--- config.mk ---
export PLATFORM = sky130hd
export DESIGN_NAME = piecewise_linear_contrast_stretch
export DESIGN_NICKNAME = d
export VERILOG_FILES = /design/src/plcs_pkg.sv /design/src/plcs_front.sv /design/src/plcs_div_cell.sv /design/src/piecewise_linear_contrast_stretch.sv
export SDC_FILE = /design/constraint.sdc
export NUM_CORES = 1
export LEC_CHECK = 0
export CORE_UTILIZATION = 25
export CTS_CLUSTER_DIAMETER = 80
export DETAILED_ROUTE_END_ITERATION = 10
export DONT_BUFFER_PORTS = 1
export GPL_TIMING_DRIVEN = 0
export PLACE_DENSITY_LB_ADDON = 0.08
export SYNTH_ARGS = -nofsm -noshare
export SYNTH_HDL_FRONTEND = slang
export SYNTH_HIERARCHICAL = 1
export SYNTH_SLANG_ARGS = --single-unit
--- constraint.sdc ---
create_clock -name clk -period 9.5 [get_ports clk]
set_input_delay 0 -clock clk [delete_from_list [all_inputs] [get_ports clk]]
set_output_delay 0 -clock clk [all_outputs]
set_load 0.01 [all_outputs]
--- src/plcs_pkg.sv ---
// ----------------------------------------------------------------------------
// plcs_pkg
// Shared types and constants of the piecewise linear contrast stretch.
// ----------------------------------------------------------------------------
`default_nettype none

package plcs_pkg;

  localparam int unsigned PIX_W  = 8;
  localparam int unsigned IDX_W  = 8;
  localparam int unsigned REM_W  = 18;
  localparam int unsigned DVS_W  = 9;
  localparam int unsigned CELLS  = PIX_W;

  localparam logic [PIX_W-1:0] PIX_MAX = 8'd255;

  localparam logic [IDX_W-1:0] REG_KNEE_LOW_IN   = 8'd0;
  localparam logic [IDX_W-1:0] REG_KNEE_HIGH_IN  = 8'd1;
  localparam logic [IDX_W-1:0] REG_KNEE_LOW_OUT  = 8'd2;
  localparam logic [IDX_W-1:0] REG_KNEE_HIGH_OUT = 8'd3;

  localparam logic [PIX_W-1:0] RST_KNEE_LOW_IN   = 8'd100;
  localparam logic [PIX_W-1:0] RST_KNEE_HIGH_IN  = 8'd200;
  localparam logic [PIX_W-1:0] RST_KNEE_LOW_OUT  = 8'd100;
  localparam logic [PIX_W-1:0] RST_KNEE_HIGH_OUT = 8'd150;

  typedef struct packed {
    logic [PIX_W-1:0] low_in;
    logic [PIX_W-1:0] high_in;
    logic [PIX_W-1:0] low_out;
    logic [PIX_W-1:0] high_out;
  } knees_t;

  typedef struct packed {
    logic [REM_W-1:0] rem;
    logic [DVS_W-1:0] dvs;
    logic [PIX_W-1:0] quot;
    logic             frame_end;
  } cell_data_t;

endpackage

`default_nettype wire

--- src/plcs_front.sv ---
// ----------------------------------------------------------------------------
// plcs_front
// Segment select, products and rounded dividend/divisor, three stages.
// ----------------------------------------------------------------------------
`default_nettype none

module plcs_front (
  input  wire logic                       clk,
  input  wire logic                       rst,
  input  wire plcs_pkg::knees_t           knees,
  input  wire logic                       in_valid,
  output logic                            in_ready,
  input  wire logic [plcs_pkg::PIX_W-1:0] in_pixel,
  input  wire logic                       in_frame_end,
  output logic                            out_valid,
  input  wire logic                       out_ready,
  output plcs_pkg::cell_data_t            out_data
);

  logic v0, v1, v2;
  logic rdy0, rdy1, rdy2;

  // stage 0: segment operands
  logic [7:0]        start0, off0, span0;
  logic signed [8:0] rise0;
  logic              fe0;
  logic [7:0]        start_next, off_next, span_next;
  logic signed [8:0] rise_next;

  // stage 1: products
  logic [15:0]        prod_a;
  logic signed [17:0] prod_b;
  logic [7:0]         span1;
  logic               fe1;

  logic signed [18:0] num_sum;
  logic [15:0]        num;

  assign rdy2     = !v2 || out_ready;
  assign rdy1     = !v1 || rdy2;
  assign rdy0     = !v0 || rdy1;
  assign in_ready = rdy0;
  assign out_valid = v2;

  always_comb begin
    if (in_pixel < knees.low_in) begin
      start_next = 8'd0;
      rise_next  = $signed({1'b0, knees.low_out});
      off_next   = in_pixel;
      span_next  = knees.low_in;
    end else if (in_pixel < knees.high_in) begin
      start_next = knees.low_out;
      rise_next  = $signed({1'b0, knees.high_out}) - $signed({1'b0, knees.low_out});
      off_next   = in_pixel - knees.low_in;
      span_next  = knees.high_in - knees.low_in;
    end else if (knees.high_in == plcs_pkg::PIX_MAX) begin
      // last knee at full scale gives the knee level
      start_next = knees.high_out;
      rise_next  = 9'sd0;
      off_next   = 8'd0;
      span_next  = 8'd1;
    end else begin
      start_next = knees.high_out;
      rise_next  = $signed({1'b0, plcs_pkg::PIX_MAX}) - $signed({1'b0, knees.high_out});
      off_next   = in_pixel - knees.high_in;
      span_next  = plcs_pkg::PIX_MAX - knees.high_in;
    end
  end

  assign num_sum = $signed({3'b000, prod_a}) + $signed({prod_b[17], prod_b});
  assign num     = num_sum[15:0];

  always_ff @(posedge clk) begin
    if (rst) begin
      v0 <= 1'b0;
      v1 <= 1'b0;
      v2 <= 1'b0;
    end else begin
      if (rdy0) begin
        v0 <= in_valid;
      end
      if (rdy1) begin
        v1 <= v0;
      end
      if (rdy2) begin
        v2 <= v1;
      end
    end
  end

  always_ff @(posedge clk) begin
    if (rdy0 && in_valid) begin
      start0 <= start_next;
      rise0  <= rise_next;
      off0   <= off_next;
      span0  <= span_next;
      fe0    <= in_frame_end;
    end
    if (rdy1 && v0) begin
      prod_a <= start0 * span0;
      prod_b <= rise0 * $signed({1'b0, off0});
      span1  <= span0;
      fe1    <= fe0;
    end
    if (rdy2 && v1) begin
      out_data.rem       <= {1'b0, num, 1'b0} + {10'd0, span1};
      out_data.dvs       <= {span1, 1'b0};
      out_data.quot      <= '0;
      out_data.frame_end <= fe1;
    end
  end

endmodule

`default_nettype wire

--- src/plcs_div_cell.sv ---
// ----------------------------------------------------------------------------
// plcs_div_cell
// One restoring division step, settles one quotient bit per cell.
// ----------------------------------------------------------------------------
`default_nettype none

module plcs_div_cell #(
  parameter int unsigned BIT = 0
) (
  input  wire logic                 clk,
  input  wire logic                 rst,
  input  wire logic                 in_valid,
  output logic                      in_ready,
  input  wire plcs_pkg::cell_data_t in_data,
  output logic                      out_valid,
  input  wire logic                 out_ready,
  output plcs_pkg::cell_data_t      out_data
);

  logic [plcs_pkg::REM_W-1:0] shifted;
  logic                       take;
  plcs_pkg::cell_data_t       data_next;

  assign in_ready = !out_valid || out_ready;
  assign shifted  = plcs_pkg::REM_W'(in_data.dvs) << BIT;
  assign take     = in_data.rem >= shifted;

  always_comb begin
    data_next = in_data;
    if (take) begin
      data_next.rem       = in_data.rem - shifted;
      data_next.quot[BIT] = 1'b1;
    end
  end

  always_ff @(posedge clk) begin
    if (rst) begin
      out_valid <= 1'b0;
    end else if (in_ready) begin
      out_valid <= in_valid;
    end
  end

  always_ff @(posedge clk) begin
    if (in_ready && in_valid) begin
      out_data <= data_next;
    end
  end

endmodule

`default_nettype wire

--- src/piecewise_linear_contrast_stretch.sv ---
// ----------------------------------------------------------------------------
// piecewise_linear_contrast_stretch
// Maps 8-bit grey pixels through a three-segment curve with two knees.
//
// s_* carries one pixel per request (s_tdata) with the end-of-frame mark on
// s_tlast; m_* returns the stretched pixel and the copied mark in order.
// cfg_* writes the knee registers: 0 low_in, 1 high_in, 2 low_out,
// 3 high_out; other indexes are ignored. cfg_ready is always high; write
// only while no pixel is in flight.
// Three front stages (segment select, products, rounded dividend) feed eight
// division cells, one quotient bit each. Throughput is one pixel per cycle
// while m_tready does not stall. Every stage has its own valid and a local
// ready, so a stalled m_tready holds the last cell while earlier stages keep
// filling; input stalls only once all 11 stages are full.
// Reset clears all stages and loads the knees (100,100) and (200,150).
// ----------------------------------------------------------------------------
`default_nettype none

module piecewise_linear_contrast_stretch (
  input  wire logic       clk,
  input  wire logic       rst,
  input  wire logic       s_tvalid,
  output logic            s_tready,
  input  wire logic [7:0] s_tdata,   // [7:0] pixel_in
  input  wire logic       s_tlast,
  output logic            m_tvalid,
  input  wire logic       m_tready,
  output logic      [7:0] m_tdata,   // [7:0] pixel_out
  output logic            m_tlast,
  input  wire logic       cfg_valid,
  output logic            cfg_ready,
  input  wire logic [7:0] cfg_index,
  input  wire logic [7:0] cfg_data
);

  plcs_pkg::knees_t     knees;
  logic                 vld [plcs_pkg::CELLS+1];
  logic                 rdy [plcs_pkg::CELLS+1];
  plcs_pkg::cell_data_t dat [plcs_pkg::CELLS+1];

  assign cfg_ready = 1'b1;

  always_ff @(posedge clk) begin
    if (rst) begin
      knees.low_in   <= plcs_pkg::RST_KNEE_LOW_IN;
      knees.high_in  <= plcs_pkg::RST_KNEE_HIGH_IN;
      knees.low_out  <= plcs_pkg::RST_KNEE_LOW_OUT;
      knees.high_out <= plcs_pkg::RST_KNEE_HIGH_OUT;
    end else if (cfg_valid) begin
      unique case (cfg_index)
        plcs_pkg::REG_KNEE_LOW_IN:   knees.low_in   <= cfg_data;
        plcs_pkg::REG_KNEE_HIGH_IN:  knees.high_in  <= cfg_data;
        plcs_pkg::REG_KNEE_LOW_OUT:  knees.low_out  <= cfg_data;
        plcs_pkg::REG_KNEE_HIGH_OUT: knees.high_out <= cfg_data;
        default: ;
      endcase
    end
  end

  plcs_front u_front (
    .clk          (clk),
    .rst          (rst),
    .knees        (knees),
    .in_valid     (s_tvalid),
    .in_ready     (s_tready),
    .in_pixel     (s_tdata),
    .in_frame_end (s_tlast),
    .out_valid    (vld[0]),
    .out_ready    (rdy[0]),
    .out_data     (dat[0])
  );

  // most significant quotient bit first
  for (genvar i = 0; i < plcs_pkg::CELLS; i++) begin : g_cell
    plcs_div_cell #(
      .BIT (plcs_pkg::CELLS - 1 - i)
    ) u_cell (
      .clk       (clk),
      .rst       (rst),
      .in_valid  (vld[i]),
      .in_ready  (rdy[i]),
      .in_data   (dat[i]),
      .out_valid (vld[i+1]),
      .out_ready (rdy[i+1]),
      .out_data  (dat[i+1])
    );
  end

  assign rdy[plcs_pkg::CELLS] = m_tready;
  assign m_tvalid = vld[plcs_pkg::CELLS];
  assign m_tdata  = dat[plcs_pkg::CELLS].quot;
  assign m_tlast  = dat[plcs_pkg::CELLS].frame_end;

endmodule

`default_nettype wire

# Word-level counts from Yosys, hierarchy flattened

Index checks and enable logic that the tools add are counted.

Bits of input ports: 30
Register bits after elaboration: 371
Output and inout bits: 12
Word-level logic and storage cells: 151

Equality and inequality tests: 4
Multipliers: 2
$lt $le $gt $ge: 10
Add/sub/neg operators: 15
Muxes and demuxes: 17
Reductions and logical operators: 38

Operators by type and width:

| cell                 | count |
|---|---|
| $mux W18             | 7 |
| $mux W8              | 8 |
| $sub A8 B8 Y8        | 3 |
| $add A17 B8 Y18      | 1 |
| $ge A18 B10 Y1       | 1 |
| $ge A18 B11 Y1       | 1 |
| $ge A18 B12 Y1       | 1 |
| $ge A18 B13 Y1       | 1 |
| $ge A18 B14 Y1       | 1 |
| $ge A18 B15 Y1       | 1 |
| $ge A18 B16 Y1       | 1 |
| $ge A18 B9 Y1        | 1 |
| $mux W9              | 2 |
| $sub A18 B10 Y18     | 1 |
| $sub A18 B11 Y18     | 1 |
| $sub A18 B12 Y18     | 1 |
| $sub A18 B13 Y18     | 1 |
| $sub A18 B14 Y18     | 1 |
| $sub A18 B15 Y18     | 1 |
| $sub A18 B16 Y18     | 1 |
| $add A16 B16 Y16     | 1 |
| $eq A8 B2 Y1 const B | 2 |
| $lt A8 B8 Y1         | 2 |
| $mul A8 B8 Y16       | 1 |
| 11 further kinds     | 44 |

# Logic depth before layout (Yosys ltp)

Word-level depth: 13
Gate-level depth with buffers: 19
Gate-level depth less buffers: 18

# Hierarchy

Netlist, hierarchy kept.

Modules (own cells, without submodules):

| module                            | area an instance (um2) | sequential area each (um2) | cells each | times used |
|---|---|---|---|---|
| plcs_front                        | 10,794.1               | 3,093.0                    | 1,095      | 1 |
| plcs_div_cell at g_cell[4].u_cell | 1,960.6                | 1,101.1                    | 141        | 1 |
| plcs_div_cell at g_cell[2].u_cell | 1,954.4                | 1,101.1                    | 148        | 1 |
| plcs_div_cell at g_cell[5].u_cell | 1,896.8                | 1,101.1                    | 144        | 1 |
| plcs_div_cell at g_cell[1].u_cell | 1,894.3                | 1,101.1                    | 143        | 1 |
| plcs_div_cell at g_cell[6].u_cell | 1,850.5                | 1,101.1                    | 146        | 1 |
| plcs_div_cell at g_cell[7].u_cell | 1,845.5                | 1,101.1                    | 145        | 1 |
| plcs_div_cell at g_cell[3].u_cell | 1,844.3                | 1,101.1                    | 143        | 1 |
| plcs_div_cell at g_cell[0].u_cell | 1,828.0                | 1,101.1                    | 127        | 1 |
| piecewise_linear_contrast_stretch | 1,338.8                | 640.6                      | 127        | 1 |

# Worst setup path after synthesis

No wires, ideal clock.

Path kind: reg2reg
From: register g_cell[7].u_cell.out_valid
To: register u_front.fe1, enable pin
Clock period less this slack: 4.895 ns
Cell stages (with the launch flop): 11
Arrival: 4.393 ns
Required time: 8.998 ns
Library setup time: 0.502 ns
Buffers on the path: 0
Setup slack: 4.605 ns
Cells stage by stage: dfxtp_1 -> nand2b_1 -> nand2b_1 -> nand2b_1 -> nand2b_1 -> nand2b_1 -> nand2b_1 -> nand2b_1 -> nand2b_1 -> nor2b_1 -> a21boi_0

RTL lines:

| element                | RTL line            | source |
|---|---|---|
| start, declared        | plcs_div_cell.sv:15 | `output logic out_valid,` |
| start signal, assigned | plcs_div_cell.sv:40 | `out_valid <= in_valid;` |
| end signal, assigned   | plcs_front.sv:103   | `fe1 <= fe0;` |
| end, declared          | plcs_front.sv:34    | `logic fe1;` |

# Worst setup path in the final report

From: register u_front.off0[2]
To: register u_front.prod_b[14], data pin

Word-level cells in the longest chain between the ends: 1

RTL lines:

| element                | RTL line          | source |
|---|---|---|
| start, declared        | plcs_front.sv:24  | `logic [7:0] start0, off0, span0;` |
| start signal, assigned | plcs_front.sv:95  | `off0 <= off_next;` |
| $mul A9 B9 Y16         | plcs_front.sv:101 | `prod_b <= rise0 * $signed({1'b0, off0});` |
| end signal, assigned   | plcs_front.sv:101 |  |
| end, declared          | plcs_front.sv:32  | `logic signed [17:0] prod_b;` |

Every way passes these cells.
A chain may end at the register's enable or synchronous reset.

==> metrics.txt <==
final hold violation count=0; HP Start=s_tdata[7]; DR DRC count=0; share of layout cells above drive strength 1=10.3%; Die Ht=324 µm; Final min period=5.10 ns; final WL=61.6 mm; RSZ-0062 raised after global routing=false; Setup Fix Bufs, Post-CTS=0; core area=102000 µm²; final setup vio count=0; Max Fclk=0.196 GHz; Tcrit/Tclk final=53.7%; Detailed Place HPWL=48.3 mm; 1st-iter DRT viols=710; Clock transition at path regs=0.05 ns; Global Route Usage Sum=12.0%; Finished Layout Cells=3777; Die W=324 µm; CP max FO=9; peak supply drop=347 µV; total iterations of the first detailed-routing run=5; clk buf depth=3; worst endpoint data arrival time=5.49 ns; yosys warns=6; first-pass GRT wire length=98.2 mm; CTS Buf Count=50; clock tree root driver cell=clkbuf_16; Hold Path Depth=4; grt total ovfl=0; syn_area_per_cell=11.5 µm²; worst-margin pin slew=0.925 ns; post-placement cell count=3645; Slew Limit Headroom=38.3%; crit end category=flip-flop; max-slew violations=0; Clk Latency, worst-skew pair=0.62 ns; crit path from=u_front/off0[2]; Worst Setup Start Kind=flip-flop; reg-to-reg setup timing slack=4.40 ns; largest net degree at the start of global routing=37; Worst R2R Start=u_front/off0[2]; Core Util, Final=29.1%; I/O pin total=42; CP required=9.89 ns; clock sinks=405; Fillers=10600; # H-tree levels=2; die area=105000 µm²; Setup CP Type=reg -> reg; vias=16500; Antenna Cells=0; Endpoint, Worst Hold=u_front/off0[7]; Hold Path Class=in -> reg; Setup TNS Final=0 ns; Max Cap Violations=0; Post-Syn Instances=2266; P&R area growth vs syn=14.7%; reg2reg end=u_front/prod_b[14]; status=completed; WL/cell=16.3 µm; vias per cell=4.38; Synth Cell Area=26000 µm²; post-route ant nets=0; Power Dens Cells=200 nW/µm²; Worst Skew=0.0552 ns; R2R depth=18; initial antenna violation count=0; number of core rows=117; number of global-route vias before repair=17300; Initial Util=25.4%; Pwr Total=5950 µW; final net count=2696; TritonCTS clock tree=yes; routability cong.=0.814; # port buffers=0; leak pwr=0.0118 µW
[flip-flops by register name (all words and copies together) (netlist names), 9 cells and up]
register                flops
g_cell.u_cell/out_data    261
knees                      32
u_front/out_data           26
u_front/prod_a             16
u_front/prod_b             16
u_front/rise0               9
[where the power goes]
part           internal [µW]  switching [µW]  leakage (µW)
clock network           1040             787      0.000780
registers               2120            64.2       0.00360
logic                    846            1090       0.00746
[cell usage in the layout (no fill, tap or decap), drive strengths merged, types with 7 or more instances in the layout]
cell type      n
a211oi        11
a21boi         8
a21o          36
a21oi        141
a31oi          7
and2          99
and3          12
buf           33
clkbuf        86
clkinv        26
conb          10
dfxtp         43
dlygate4sd3   39
edfxtp       362
fa           105
ha           192
inv          302
mux2          35
mux2i         39
nand2        136
nand2b        57
nand3         35
nand4         19
nand4b         7
nor2         115
nor2b         28
nor3          39
nor4          14
o211ai        18
o21a          19
o21ai         65
o21bai         8
o221a          8
o31ai          9
or2           14
or3            7
or4            8
xnor2         81
xor2          49
[routing by layer]
metal  GRT usage, %  share of wire [%]  vias up
met2           21.6                 50      223
met4           3.32                2.2        0
li1               -                  -     8173
met3           1.71                3.3       88
met5              0                  0        -
met1           14.9                 44     8063
[through the flow]
| step | setup slack (ns) | hold slack [ns] | instance area [µm²] |
|---|---|---|---|
| 2_1_floorplan | 4.60 | 0.0691 | 26000 |
| 3_3_place_gp | 2.52 | 0.0759 | 27700 |
| 3_5_place_dp | 4.37 | 0.0739 | 27800 |
| 4_1_cts | 4.40 | 0.0159 | 29800 |
| 5_1_grt | 4.09 | 0.0509 | 29800 |
| 6_report | 4.40 | 0.0448 | 29800 |
[worst max-delay path by stage]
stage | to | cells after the start
2_1_floorplan | u_front/fe1 | 10
3_3_place_gp | u_front/prod_b[13] | 10
3_5_place_dp | u_front/prod_b[14] | 18
4_1_cts | u_front/prod_b[14] | 18
5_1_grt | u_front/prod_b[14] | 18
6_report | u_front/prod_b[14] | 18
[repair_timing]
action	4_1_cts	5_1_grt
hold buffers	39	0
endpoints found under the hold margin	57	0
resized for setup	0	0
endpoints found under the setup margin	0	0
[layout make-up]
type	count	area, µm²	share of cell area (%)
Multi-Input combinational cell	1514	12800	43.0
Clock buffer	58	1300	4.37
Tap cell	1368	1710	5.75
Inverter	298	1120	3.76
Timing Repair Buffer	43	450	1.51
Buffer	57	369	1.24
Sequential cell	405	11700	39.4
Clock inverter	34	287	0.962
[worst max-delay path, cell delays in order (launching register included)]
cell and delay, ns:
edfxtp_1 0.31, clkbuf_1 0.45, nand2_1 0.16, fa_1 0.56, inv_1 0.05, fa_1 0.45, ha_1 0.29, inv_1 0.05
fa_1 0.52, inv_1 0.06, fa_1 0.45, a21o_1 0.20, a21oi_1 0.25, o21bai_1 0.09, a21oi_1 0.23, o21ai_0 0.19
a21o_1 0.21, a21oi_1 0.16, xnor2_1 0.21
(Power assumes the default switching activity.)
